--- config.mk ---
export PLATFORM = sky130hd
export DESIGN_NAME = ascon_aead128_engine
export DESIGN_NICKNAME = d
export VERILOG_FILES = /design/src/hw/rtl/ascon_pkg.sv /design/src/hw/rtl/ascon_round.sv /design/src/hw/rtl/ascon_aead128_engine.sv
export SDC_FILE = /design/constraint.sdc
export NUM_CORES = 2
export LEC_CHECK = 0
export ABC_CLOCK_PERIOD_IN_PS = 12200
export CAP_MARGIN = 0
export CORE_UTILIZATION = 30
export CTS_BUF_LIST = sky130_fd_sc_hd__clkbuf_16
export DETAILED_ROUTE_END_ITERATION = 16
export DONT_BUFFER_PORTS = 1
export PLACE_DENSITY = 0.45
export SYNTH_ARGS = -nofsm -noshare
export SYNTH_HDL_FRONTEND = slang
export SYNTH_SLANG_ARGS = --single-unit
--- constraint.sdc ---
create_clock -name clk -period 12.2 [get_ports clk]
set_clock_uncertainty 0.2 [all_clocks]
set_input_delay 0.61 -clock clk [delete_from_list [all_inputs] [get_ports clk]]
set_output_delay 0.61 -clock clk [all_outputs]
set_load 0.02 [all_outputs]
--- src/hw/rtl/ascon_pkg.sv ---
// ----------------------------------------------------------------------------
// Ascon-AEAD128 engine package
// Shared state type, permutation constants and item codes.
// ----------------------------------------------------------------------------
package ascon_pkg;

    // Five 64-bit sponge words, word 0 at index 0.
    typedef logic [4:0][63:0] state_t;

    // Round counts of the permutation.
    localparam int INIT_FINAL_ROUNDS = 12;
    localparam int BLOCK_ROUNDS      = 8;

    // The round constant index runs up to the last round of twelve.
    localparam logic [3:0] RC_LAST    = 4'(INIT_FINAL_ROUNDS - 1);
    localparam logic [3:0] RC_BASE_12 = 4'(INIT_FINAL_ROUNDS - INIT_FINAL_ROUNDS);
    localparam logic [3:0] RC_BASE_8  = 4'(INIT_FINAL_ROUNDS - BLOCK_ROUNDS);

    // Initial value word and domain separation bit.
    localparam logic [63:0] IV_WORD  = 64'h0000_1000_808C_0001;
    localparam logic [63:0] DSEP_BIT = 64'h8000_0000_0000_0000;

    // Block geometry.
    localparam int             BLOCK_BYTES = 16;
    localparam logic [4:0]     FULL_COUNT  = 5'(BLOCK_BYTES);
    localparam logic [7:0]     PAD_BYTE    = 8'h01;

    // Request kinds.
    localparam logic [1:0] OP_START  = 2'd0;
    localparam logic [1:0] OP_ASSOC  = 2'd1;
    localparam logic [1:0] OP_MSG    = 2'd2;
    localparam logic [1:0] OP_FINISH = 2'd3;

    // Sponge phases.
    localparam logic [2:0] PH_IDLE = 3'd0;
    localparam logic [2:0] PH_AD   = 3'd1;
    localparam logic [2:0] PH_MSG  = 3'd2;
    localparam logic [2:0] PH_FIN  = 3'd3;

    // Configuration register indexes.
    localparam logic [1:0] REG_KEY_LOW      = 2'd0;
    localparam logic [1:0] REG_KEY_HIGH     = 2'd1;
    localparam logic [1:0] REG_DECRYPT_MODE = 2'd2;

    // Round constant for round index 0 to 11.
    function automatic logic [7:0] round_const(input logic [3:0] idx);
        logic [7:0] rc;
        unique case (idx)
            4'd0:    rc = 8'hf0;
            4'd1:    rc = 8'he1;
            4'd2:    rc = 8'hd2;
            4'd3:    rc = 8'hc3;
            4'd4:    rc = 8'hb4;
            4'd5:    rc = 8'ha5;
            4'd6:    rc = 8'h96;
            4'd7:    rc = 8'h87;
            4'd8:    rc = 8'h78;
            4'd9:    rc = 8'h69;
            4'd10:   rc = 8'h5a;
            4'd11:   rc = 8'h4b;
            default: rc = 8'h00;
        endcase
        return rc;
    endfunction

endpackage

--- src/hw/rtl/ascon_round.sv ---
// ----------------------------------------------------------------------------
// Ascon permutation round
// One round of the permutation: constant addition, S-box layer and linear
// diffusion layer. The sequencer applies it once per cycle.
// ----------------------------------------------------------------------------
module ascon_round
    import ascon_pkg::*;
(
    input  state_t     state_in,
    input  logic [3:0] rc_idx,
    output state_t     state_out
);

    state_t a;
    state_t b;
    state_t t;

    // Constant addition and S-box layer, bitsliced over the five words.
    always_comb
    begin
        a    = state_in;
        a[2] = a[2] ^ {56'h0, round_const(rc_idx)};
        a[0] = a[0] ^ a[4];
        a[4] = a[4] ^ a[3];
        a[2] = a[2] ^ a[1];
        for (int i = 0; i < 5; i++)
        begin
            t[i] = ~a[i] & a[(i + 1) % 5];
        end
        for (int i = 0; i < 5; i++)
        begin
            b[i] = a[i] ^ t[(i + 1) % 5];
        end
        b[1] = b[1] ^ b[0];
        b[0] = b[0] ^ b[4];
        b[3] = b[3] ^ b[2];
        b[2] = ~b[2];
    end

    // Linear diffusion layer: each word mixes with two rotations of itself.
    assign state_out[0] = b[0] ^ {b[0][18:0], b[0][63:19]} ^ {b[0][27:0], b[0][63:28]};
    assign state_out[1] = b[1] ^ {b[1][60:0], b[1][63:61]} ^ {b[1][38:0], b[1][63:39]};
    assign state_out[2] = b[2] ^ {b[2][0],    b[2][63:1]}  ^ {b[2][5:0],  b[2][63:6]};
    assign state_out[3] = b[3] ^ {b[3][9:0],  b[3][63:10]} ^ {b[3][16:0], b[3][63:17]};
    assign state_out[4] = b[4] ^ {b[4][6:0],  b[4][63:7]}  ^ {b[4][40:0], b[4][63:41]};

endmodule

--- src/hw/rtl/ascon_aead128_engine.sv ---
// ----------------------------------------------------------------------------
// Ascon-AEAD128 engine
// Streaming authenticated encryption and decryption over a 320-bit sponge.
// ----------------------------------------------------------------------------
// Requests enter on the s_ group: s_tuser carries the kind (start, associated
// data, message block, finish) and s_tdata the block and its byte count. Every
// request yields exactly one result on the m_ group; m_tuser is set when the
// request came out of sequence and was ignored. The user must write key and
// direction via the cfg_ port only while the engine is idle (not enforced).
// A single round unit is applied once per cycle under a small sequencer.
// A start or finish request runs 12 rounds and then the post step; an
// associated-data block, unless an empty first one, runs 8 rounds and the
// post step; a full message block runs its text step and then 8 rounds and
// the post step. A request that runs no permutation goes to its result
// directly or after the text step alone. A first message block that must
// close open associated data runs 8 rounds and the post step before its text.
// s_tready is high only while the sequencer is idle. The result register
// holds a finished result while the receiver stalls, and the next request is
// accepted meanwhile; that request's result waits in the sequencer until the
// result register frees. Reset clears the sponge, the phase and the key and
// mode registers, and leaves no result pending.
// ----------------------------------------------------------------------------
module ascon_aead128_engine
    import ascon_pkg::*;
(
    input  logic         clk,
    input  logic         rst_n,
    // Configuration write port.
    input  logic         cfg_we,
    input  logic [1:0]   cfg_addr,
    input  logic [63:0]  cfg_data,
    // Request channel.
    input  logic         s_tvalid,
    output logic         s_tready,
    input  logic [135:0] s_tdata,   // data_lo[63:0], data_hi[127:64], byte_count[132:128]
    input  logic [1:0]   s_tuser,   // op[1:0]
    // Result channel.
    output logic         m_tvalid,
    input  logic         m_tready,
    output logic [135:0] m_tdata,   // out_lo[63:0], out_hi[127:64], out_count[132:128],
                                    // tag_ok[133]
    output logic         m_tuser    // status[0]
);

    // Sequencer codes.
    localparam logic [2:0] SQ_IDLE = 3'd0;
    localparam logic [2:0] SQ_RUN  = 3'd1;
    localparam logic [2:0] SQ_POST = 3'd2;
    localparam logic [2:0] SQ_MSG  = 3'd3;
    localparam logic [2:0] SQ_DONE = 3'd4;

    // Actions to apply once the running permutation ends.
    typedef struct packed {
        logic key;
        logic dsep;
        logic msg;
        logic tag;
    } post_t;

    logic [2:0]   sq_reg, sq_next;
    logic [2:0]   phase_reg, phase_next;
    logic         saw_reg, saw_next;
    logic [3:0]   rc_reg, rc_next;
    post_t        post_reg, post_next;
    state_t       sponge_reg, sponge_next;
    state_t       round_out;

    logic [63:0]  key_low_reg;
    logic [63:0]  key_high_reg;
    logic         dec_reg;

    // Latched request payload.
    logic [63:0]  din_lo_reg, din_lo_next;
    logic [63:0]  din_hi_reg, din_hi_next;
    logic [4:0]   n_reg, n_next;

    // Pending result.
    logic [63:0]  res_lo_reg, res_lo_next;
    logic [63:0]  res_hi_reg, res_hi_next;
    logic [4:0]   res_cnt_reg, res_cnt_next;
    logic         res_tag_reg, res_tag_next;
    logic         res_st_reg, res_st_next;

    // Result register.
    logic         m_valid_reg, m_valid_next;
    logic [63:0]  m_lo_reg;
    logic [63:0]  m_hi_reg;
    logic [4:0]   m_cnt_reg;
    logic         m_tag_ok_reg;
    logic         m_status_reg;
    logic         m_load;

    logic         s_fire;
    logic [1:0]   in_op;
    logic [4:0]   in_cnt_raw;
    logic [4:0]   in_cnt;
    logic [127:0] in_data;
    logic [127:0] in_mask;
    logic [127:0] in_pad;
    logic [127:0] msg_mask;
    logic [127:0] msg_pad;
    logic [127:0] msg_data;
    logic [127:0] msg_rate;
    logic [127:0] msg_xor;
    logic [63:0]  fin_w3;
    logic [63:0]  fin_w4;

    // Byte mask with bytes below the count set.
    function automatic logic [127:0] byte_mask(input logic [4:0] cnt);
        logic [127:0] m;
        m = '0;
        for (int i = 0; i < BLOCK_BYTES; i++)
        begin
            m[8*i +: 8] = (5'(i) < cnt) ? 8'hFF : 8'h00;
        end
        return m;
    endfunction

    // Padding byte at position count; nothing for a full block.
    function automatic logic [127:0] pad_vec(input logic [4:0] cnt);
        logic [127:0] p;
        p = '0;
        for (int i = 0; i < BLOCK_BYTES; i++)
        begin
            p[8*i +: 8] = (5'(i) == cnt) ? PAD_BYTE : 8'h00;
        end
        return p;
    endfunction

    // Shared round unit.
    ascon_round u_round (
        .state_in  (sponge_reg),
        .rc_idx    (rc_reg),
        .state_out (round_out)
    );

    // Request decode with the count clamped to a full block.
    assign s_tready   = (sq_reg == SQ_IDLE);
    assign s_fire     = s_tvalid && s_tready;
    assign in_op      = s_tuser;
    assign in_cnt_raw = s_tdata[132:128];
    assign in_cnt     = (in_cnt_raw > FULL_COUNT) ? FULL_COUNT : in_cnt_raw;
    assign in_data    = s_tdata[127:0];
    assign in_mask    = byte_mask(in_cnt);
    assign in_pad     = pad_vec(in_cnt);

    // Text step operands from the latched request.
    assign msg_mask = byte_mask(n_reg);
    assign msg_pad  = pad_vec(n_reg);
    assign msg_data = {din_hi_reg, din_lo_reg} & msg_mask;
    assign msg_rate = {sponge_reg[1], sponge_reg[0]};
    assign msg_xor  = msg_rate ^ msg_data;

    // Key and domain-bit addition after a permutation, as the post flags select.
    assign fin_w3 = sponge_reg[3] ^ (post_reg.key ? key_low_reg  : 64'h0);
    assign fin_w4 = sponge_reg[4] ^ (post_reg.key ? key_high_reg : 64'h0)
                    ^ (post_reg.dsep ? DSEP_BIT : 64'h0);

    assign m_load = (sq_reg == SQ_DONE) && (!m_valid_reg || m_tready);

    // Sequencer.
    always_comb
    begin
        sq_next      = sq_reg;
        phase_next   = phase_reg;
        saw_next     = saw_reg;
        rc_next      = rc_reg;
        post_next    = post_reg;
        sponge_next  = sponge_reg;
        din_lo_next  = din_lo_reg;
        din_hi_next  = din_hi_reg;
        n_next       = n_reg;
        res_lo_next  = res_lo_reg;
        res_hi_next  = res_hi_reg;
        res_cnt_next = res_cnt_reg;
        res_tag_next = res_tag_reg;
        res_st_next  = res_st_reg;

        unique case (sq_reg)
            SQ_IDLE:
            begin
                if (s_fire)
                begin
                    din_lo_next  = s_tdata[63:0];
                    din_hi_next  = s_tdata[127:64];
                    n_next       = in_cnt;
                    res_lo_next  = '0;
                    res_hi_next  = '0;
                    res_cnt_next = '0;
                    res_tag_next = 1'b0;
                    res_st_next  = 1'b0;
                    post_next    = '0;
                    sq_next      = SQ_DONE;
                    unique case (in_op)
                        OP_START:
                        begin
                            sponge_next   = {s_tdata[127:64], s_tdata[63:0], key_high_reg,
                                             key_low_reg, IV_WORD};
                            rc_next       = RC_BASE_12;
                            post_next.key = 1'b1;
                            saw_next      = 1'b0;
                            phase_next    = PH_AD;
                            sq_next       = SQ_RUN;
                        end
                        OP_ASSOC:
                        begin
                            if (phase_reg != PH_AD)
                            begin
                                res_st_next = 1'b1;
                            end
                            else if (in_cnt == FULL_COUNT)
                            begin
                                {sponge_next[1], sponge_next[0]} =
                                    {sponge_reg[1], sponge_reg[0]} ^ in_data;
                                rc_next  = RC_BASE_8;
                                saw_next = 1'b1;
                                sq_next  = SQ_RUN;
                            end
                            else
                            begin
                                // Final block; an empty first block absorbs nothing.
                                phase_next = PH_MSG;
                                if ((in_cnt != 5'd0) || saw_reg)
                                begin
                                    {sponge_next[1], sponge_next[0]} =
                                        {sponge_reg[1], sponge_reg[0]}
                                        ^ (in_data & in_mask) ^ in_pad;
                                    rc_next        = RC_BASE_8;
                                    post_next.dsep = 1'b1;
                                    sq_next        = SQ_RUN;
                                end
                                else
                                begin
                                    sponge_next[4] = sponge_reg[4] ^ DSEP_BIT;
                                end
                            end
                        end
                        OP_MSG:
                        begin
                            priority if (phase_reg == PH_MSG)
                            begin
                                sq_next = SQ_MSG;
                            end
                            else if (phase_reg == PH_AD && saw_reg)
                            begin
                                // Close the open associated data with a bare pad block.
                                sponge_next[0] = sponge_reg[0] ^ {56'h0, PAD_BYTE};
                                rc_next        = RC_BASE_8;
                                post_next.dsep = 1'b1;
                                post_next.msg  = 1'b1;
                                phase_next     = PH_MSG;
                                sq_next        = SQ_RUN;
                            end
                            else if (phase_reg == PH_AD)
                            begin
                                sponge_next[4] = sponge_reg[4] ^ DSEP_BIT;
                                phase_next     = PH_MSG;
                                sq_next        = SQ_MSG;
                            end
                            else
                            begin
                                res_st_next = 1'b1;
                            end
                        end
                        OP_FINISH:
                        begin
                            if (phase_reg != PH_FIN)
                            begin
                                res_st_next = 1'b1;
                            end
                            else
                            begin
                                sponge_next[2] = sponge_reg[2] ^ key_low_reg;
                                sponge_next[3] = sponge_reg[3] ^ key_high_reg;
                                rc_next        = RC_BASE_12;
                                post_next.key  = 1'b1;
                                post_next.tag  = 1'b1;
                                saw_next       = 1'b0;
                                phase_next     = PH_IDLE;
                                sq_next        = SQ_RUN;
                            end
                        end
                        default:
                        begin
                            res_st_next = 1'b1;
                        end
                    endcase
                end
            end
            SQ_RUN:
            begin
                sponge_next = round_out;
                if (rc_reg == RC_LAST)
                begin
                    rc_next = '0;
                    sq_next = SQ_POST;
                end
                else
                begin
                    rc_next = rc_reg + 4'd1;
                end
            end
            SQ_POST:
            begin
                sponge_next[3] = fin_w3;
                sponge_next[4] = fin_w4;
                if (post_reg.tag)
                begin
                    res_lo_next  = fin_w3;
                    res_hi_next  = fin_w4;
                    res_cnt_next = FULL_COUNT;
                    res_tag_next = dec_reg && (fin_w3 == din_lo_reg)
                                   && (fin_w4 == din_hi_reg);
                end
                post_next = '0;
                sq_next   = post_reg.msg ? SQ_MSG : SQ_DONE;
            end
            SQ_MSG:
            begin
                // Encrypt keeps the XOR; decrypt takes the ciphertext into the rate.
                {res_hi_next, res_lo_next} = msg_xor & msg_mask;
                res_cnt_next = n_reg;
                if (dec_reg)
                begin
                    {sponge_next[1], sponge_next[0]} =
                        (msg_data | (msg_rate & ~msg_mask)) ^ msg_pad;
                end
                else
                begin
                    {sponge_next[1], sponge_next[0]} = msg_xor ^ msg_pad;
                end
                if (n_reg == FULL_COUNT)
                begin
                    rc_next = RC_BASE_8;
                    sq_next = SQ_RUN;
                end
                else
                begin
                    phase_next = PH_FIN;
                    sq_next    = SQ_DONE;
                end
            end
            SQ_DONE:
            begin
                if (m_load)
                begin
                    sq_next = SQ_IDLE;
                end
            end
            default:
            begin
                sq_next = SQ_IDLE;
            end
        endcase
    end

    // Control state.
    always_ff @(posedge clk or negedge rst_n)
    begin
        if (!rst_n)
        begin
            sq_reg      <= SQ_IDLE;
            phase_reg   <= PH_IDLE;
            saw_reg     <= 1'b0;
            rc_reg      <= '0;
            post_reg    <= '0;
            sponge_reg  <= '0;
            m_valid_reg <= 1'b0;
        end
        else
        begin
            sq_reg      <= sq_next;
            phase_reg   <= phase_next;
            saw_reg     <= saw_next;
            rc_reg      <= rc_next;
            post_reg    <= post_next;
            sponge_reg  <= sponge_next;
            m_valid_reg <= m_valid_next;
        end
    end

    // Configuration registers.
    always_ff @(posedge clk or negedge rst_n)
    begin
        if (!rst_n)
        begin
            key_low_reg  <= '0;
            key_high_reg <= '0;
            dec_reg      <= 1'b0;
        end
        else if (cfg_we)
        begin
            unique case (cfg_addr)
                REG_KEY_LOW:      key_low_reg  <= cfg_data;
                REG_KEY_HIGH:     key_high_reg <= cfg_data;
                REG_DECRYPT_MODE: dec_reg      <= cfg_data[0];
                default:          ;
            endcase
        end
    end

    // Request payload and pending result.
    always_ff @(posedge clk)
    begin
        din_lo_reg  <= din_lo_next;
        din_hi_reg  <= din_hi_next;
        n_reg       <= n_next;
        res_lo_reg  <= res_lo_next;
        res_hi_reg  <= res_hi_next;
        res_cnt_reg <= res_cnt_next;
        res_tag_reg <= res_tag_next;
        res_st_reg  <= res_st_next;
    end

    // Result register valid flag.
    always_comb
    begin
        m_valid_next = m_valid_reg;
        if (m_load)
        begin
            m_valid_next = 1'b1;
        end
        else if (m_tready)
        begin
            m_valid_next = 1'b0;
        end
    end

    // Result register payload.
    always_ff @(posedge clk)
    begin
        if (m_load)
        begin
            m_lo_reg     <= res_lo_reg;
            m_hi_reg     <= res_hi_reg;
            m_cnt_reg    <= res_cnt_reg;
            m_tag_ok_reg <= res_tag_reg;
            m_status_reg <= res_st_reg;
        end
    end

    assign m_tvalid = m_valid_reg;
    assign m_tdata  = {2'b00, m_tag_ok_reg, m_cnt_reg, m_hi_reg, m_lo_reg};
    assign m_tuser  = m_status_reg;

    // An ignored request reports no data.
    a_status_clean: assert property (@(posedge clk) disable iff (!rst_n)
        (m_valid_reg && m_status_reg) |->
            (m_lo_reg == 64'h0 && m_hi_reg == 64'h0 && m_cnt_reg == 5'd0 && !m_tag_ok_reg))
        else $error("ignored request carries result data");

    // A passing tag only comes with a full tag result.
    a_tag_full: assert property (@(posedge clk) disable iff (!rst_n)
        (m_valid_reg && m_tag_ok_reg) |-> (m_cnt_reg == FULL_COUNT && dec_reg))
        else $error("tag_ok set outside a decrypting finish");

    // The engine is busy in the cycle after it takes a request.
    a_busy_after_accept: assert property (@(posedge clk) disable iff (!rst_n)
        s_fire |=> !s_tready)
        else $error("request accepted on consecutive cycles");

    // The round index never passes the last round while running.
    a_round_range: assert property (@(posedge clk) disable iff (!rst_n)
        (sq_reg == SQ_RUN) |-> (rc_reg <= RC_LAST))
        else $error("round index out of range");

    // Between sessions no associated data is marked.
    a_idle_clean: assert property (@(posedge clk) disable iff (!rst_n)
        (phase_reg == PH_IDLE) |-> !saw_reg)
        else $error("associated data flag set while idle");

endmodule
==> key figures <==
Run status
  • Outcome: complete, but fails checks
  • Violated checks: max-capacitance violations, max-slew violations

STA
  • Maximum clock rate: 177.7 MHz
  • Shortest clock period the worst path allows after layout: 5.628 ns
  • Count of final hold-check violations: 0
  • Final period utilization: 46.13%
  • Slew margin rel.: -4.919%
  • Unrepaired setup endpoints after global routing: false
  • Final setup violation count: 0
  • Tightest Pin Transition: 1.574 ns
  • Sum of negative setup slack: 0 ns
  • Final slew viol count: 2

GRT
  • Wire length of the first global-routing pass: 506800 um
  • Number of antenna violations at the first check in global routing: 67
  • Global-route congestion overflow total: 0
  • Total global routing track utilization: 36.65%
  • Number of global-route vias before repair: 52110
  • Largest net degree at the start of global routing: 465

Setup path
  • Worst path most repeated cell: buf_4
  • Type of the setup path with the least slack: register to register
  • Crit path largest cell delay: 0.90 ns
  • Worst-path maximum fanout: 29
  • Ordered cell list for the critical path: buf_4 > buf_4 > nand2_1 > xnor2_1 > a221oi_1 > nand4_1 > or4_1 > nor4_1 > and4b_1
  • Setup crit start kind: register
  • Kind of capture point of the worst setup path: register
  • Worst path buffer plus inverter count: 2
  • Worst EP required: 12.61 ns
  • Cell type of the slowest stage on the worst timing path: a221oi_1
  • Category of cells accounting for the largest share of critical-path delay: simple AND/OR/NAND/NOR gates
  • Arrival time of the worst setup path: 6.04 ns

Placement
  • Final GP Congestion: 1.081
  • HPWL reported at the end of detailed placement: 293700 um
  • Number of buffers inserted by port buffering: 0

Finish
  • Final #Nets: 7113
  • Number of filler cells placed in the layout: 20800
  • Flip-flop count of the largest register after layout: 192
  • Layout overhead on the synthesized area: 16.87%
  • Fraction of final layout cells sized beyond drive strength 1: 10.75%

Synthesis
  • Prevailing post-synth register cell: dfrtp_1
  • Mapped Area: 61620 um2
  • Number of enable-type register cells in the synthesized netlist: 403
  • Number of warnings reported in the yosys synthesis log: 0
  • Cell variety after synth: 87
  • Post-synth ARST share: 53.52%
  • Cells after synthesis: 6633
  • Average footprint of a synthesized cell: 9.290 um2
  • Sequential cell area fraction in the yosys report: 38.48%
  • Register bit total from synthesis: 867

Clocking
  • Post-CTS resize count: 0
  • Clock insertion delay at the later pin of the skew report: 0.84 ns
  • CTS tree: yes
  • Clk sink count: 867
  • Clock Tree Root: clkbuf_16
  • Max Root-Sink Buffers: 3
  • CTS H-Tree Depth: 3
  • Clock transition at the registers of the reported paths: 0.07 ns
  • Clock buffers created by TritonCTS: 110

Detailed routing
  • Detailed Route WL: 388600 um
  • Number of detailed-route iterations in the first pass: 6
  • Routed wire per std cell: 40.61 um
  • Routed Antenna Nets: 0
  • Via-per-instance ratio: 5.969
  • Vias after detailed routing: 57130
  • Drt drc: 0
  • Initial DRC count: 8320

Floorplanning
  • Starting density of the core: 30.33%
  • CORE AREA: 203100 um2
  • Cell row count: 165
  • Floorplan die height: 455.2 um
  • Die area: 207200 um2
  • # IOs: 348
  • Die Width: 455.2 um

Job
  • Number of max-cap violations: 2

Hold path
  • Type of the worst min-delay path: input port to register
[logic make-up after synthesis]
logic type | after synthesis | share of synthesized area, %
AO/OA/AOI/OAI | 1816 | 18.16
XOR/XNOR | 1562 | 22.79
AND/OR/NAND/NOR | 1321 | 9.255
flip-flops | 867 | 38.48
buffers and inverters | 682 | 4.203
multiplexers | 213 | 3.777
adder cells (fa/ha/maj) | 171 | 3.330
other | 1 | 0.006085
[worst reg2reg max path: stages (launching register included)]
cell and delay (ns):
dfrtp_4 0.76, buf_4 0.58, buf_4 0.58, nand2_1 0.44, xnor2_1 0.35, a221oi_1 0.90, nand4_1 0.25, or4_1 0.64
nor4_1 0.29, and4b_1 0.43
[layout by cell type, fill, tap and decap left out, types with 35 or more instances in the layout]
| master | count |
|---|---|
| nand3_1 | 76 |
| xnor2_2 | 46 |
| nor2_1 | 358 |
| maj3_1 | 35 |
| o22ai_1 | 194 |
| a221oi_1 | 80 |
| buf_4 | 279 |
| a211oi_1 | 145 |
| nor3_1 | 43 |
| mux2i_1 | 57 |
| dfrtp_1 | 462 |
| nand2_1 | 639 |
| nand3b_1 | 39 |
| o21ai_0 | 484 |
| ha_1 | 134 |
| inv_1 | 218 |
| xor2_1 | 298 |
| o211ai_1 | 41 |
| a22oi_1 | 87 |
| edfxtp_1 | 403 |
| a21oi_1 | 387 |
| dlygate4sd3_1 | 202 |
| clkbuf_16 | 113 |
| o21ai_1 | 150 |
| mux2_2 | 156 |
| xnor2_1 | 1186 |
[cell type report]
cell class	instances	area [um2]	area share, %
well taps	2672	3343	4.642
multi-input cells	5085	35920	49.88
repair buffers	489	4307	5.980
flip-flops and latches	867	23720	32.94
inverters	215	817.0	1.134
diodes	32	80.08	0.1112
clock inverters	97	1003	1.393
clock buffers	113	2828	3.926
[stage by stage]
stage / instances / hold WS [ns] / utilization (%) / setup slack [ns] / cell area [um2]
finish: 9570 / 0.04736 / 35.45 / 6.572 / 72020
global route: 9546 / 0.08515 / 35.42 / 6.654 / 71960
CTS: 9534 / 0.0003748 / 35.37 / 6.896 / 71850
detailed placement: 9122 / 0.1954 / 32.48 / 6.920 / 65980
global placement: 9122 / 0.2009 / 32.48 / 6.973 / 65980
floorplan: 6634 / 0.1144 / - / 3.696 / 61630
[layer usage]
layer,share of wire [%],track usage [%],vias up
met5,0.065,0,-
met4,7.5,23.09,40
met3,9.8,8.253,785
met2,42,53.49,3567
met1,41,48.75,29000
li1,-,-,23740
[Yosys cell counts, drive strengths merged, types with 39 or more instances]
| master | count | area share [%] |
|---|---|---|
| a21oi | 390 | 3.2 |
| buf | 40 | 0.28 |
| inv | 215 | 1.3 |
| o211ai | 41 | 0.50 |
| a221oi | 80 | 1.1 |
| clkbuf | 427 | 2.6 |
| nand2 | 646 | 3.9 |
| xnor2 | 1232 | 18 |
| mux2 | 156 | 2.9 |
| o22ai | 194 | 2.0 |
| nand3 | 78 | 0.65 |
| dfrtp | 464 | 19 |
| o21ai | 635 | 5.2 |
| a211oi | 145 | 1.8 |
| mux2i | 57 | 0.93 |
| nor3 | 44 | 0.36 |
| nor2 | 361 | 2.2 |
| nand3b | 39 | 0.48 |
| a22oi | 87 | 1.1 |
| xor2 | 305 | 4.3 |
| edfxtp | 403 | 20 |
| ha | 136 | 2.8 |
[path summary, 6_finish.rpt]
check                                    startpoint                     endpoint  slack, ns  cells after the start
max                         post_reg[3]$_DFFE_PN0P_    res_tag_reg$_SDFFCE_PN0P_       6.57                      9
min                                    s_tdata[100]    msg_rate[100]$_DFFE_PN0P_       0.05                      4
max reg2reg                 post_reg[3]$_DFFE_PN0P_    res_tag_reg$_SDFFCE_PN0P_       6.57                      9
min reg2reg                res_lo_reg[47]$_DFFE_PP_       m_lo_reg[47]$_DFFE_PP_       0.21                      0
max in group asynchronous                     rst_n    msg_rate[104]$_DFFE_PN0P_       9.62                      4
min in group asynchronous                     rst_n  sponge_reg[148]$_DFFE_PN0P_       0.22                      2
[repair_timing]
item / in CTS / in global routing
setup buffers: 0 / 0
hold endpoints to repair: 950 / 109
hold buffers: 202 / 1
Power is not shown: default switching activity piles up to over one toggle a cycle in this logic, so the estimate is an artifact.
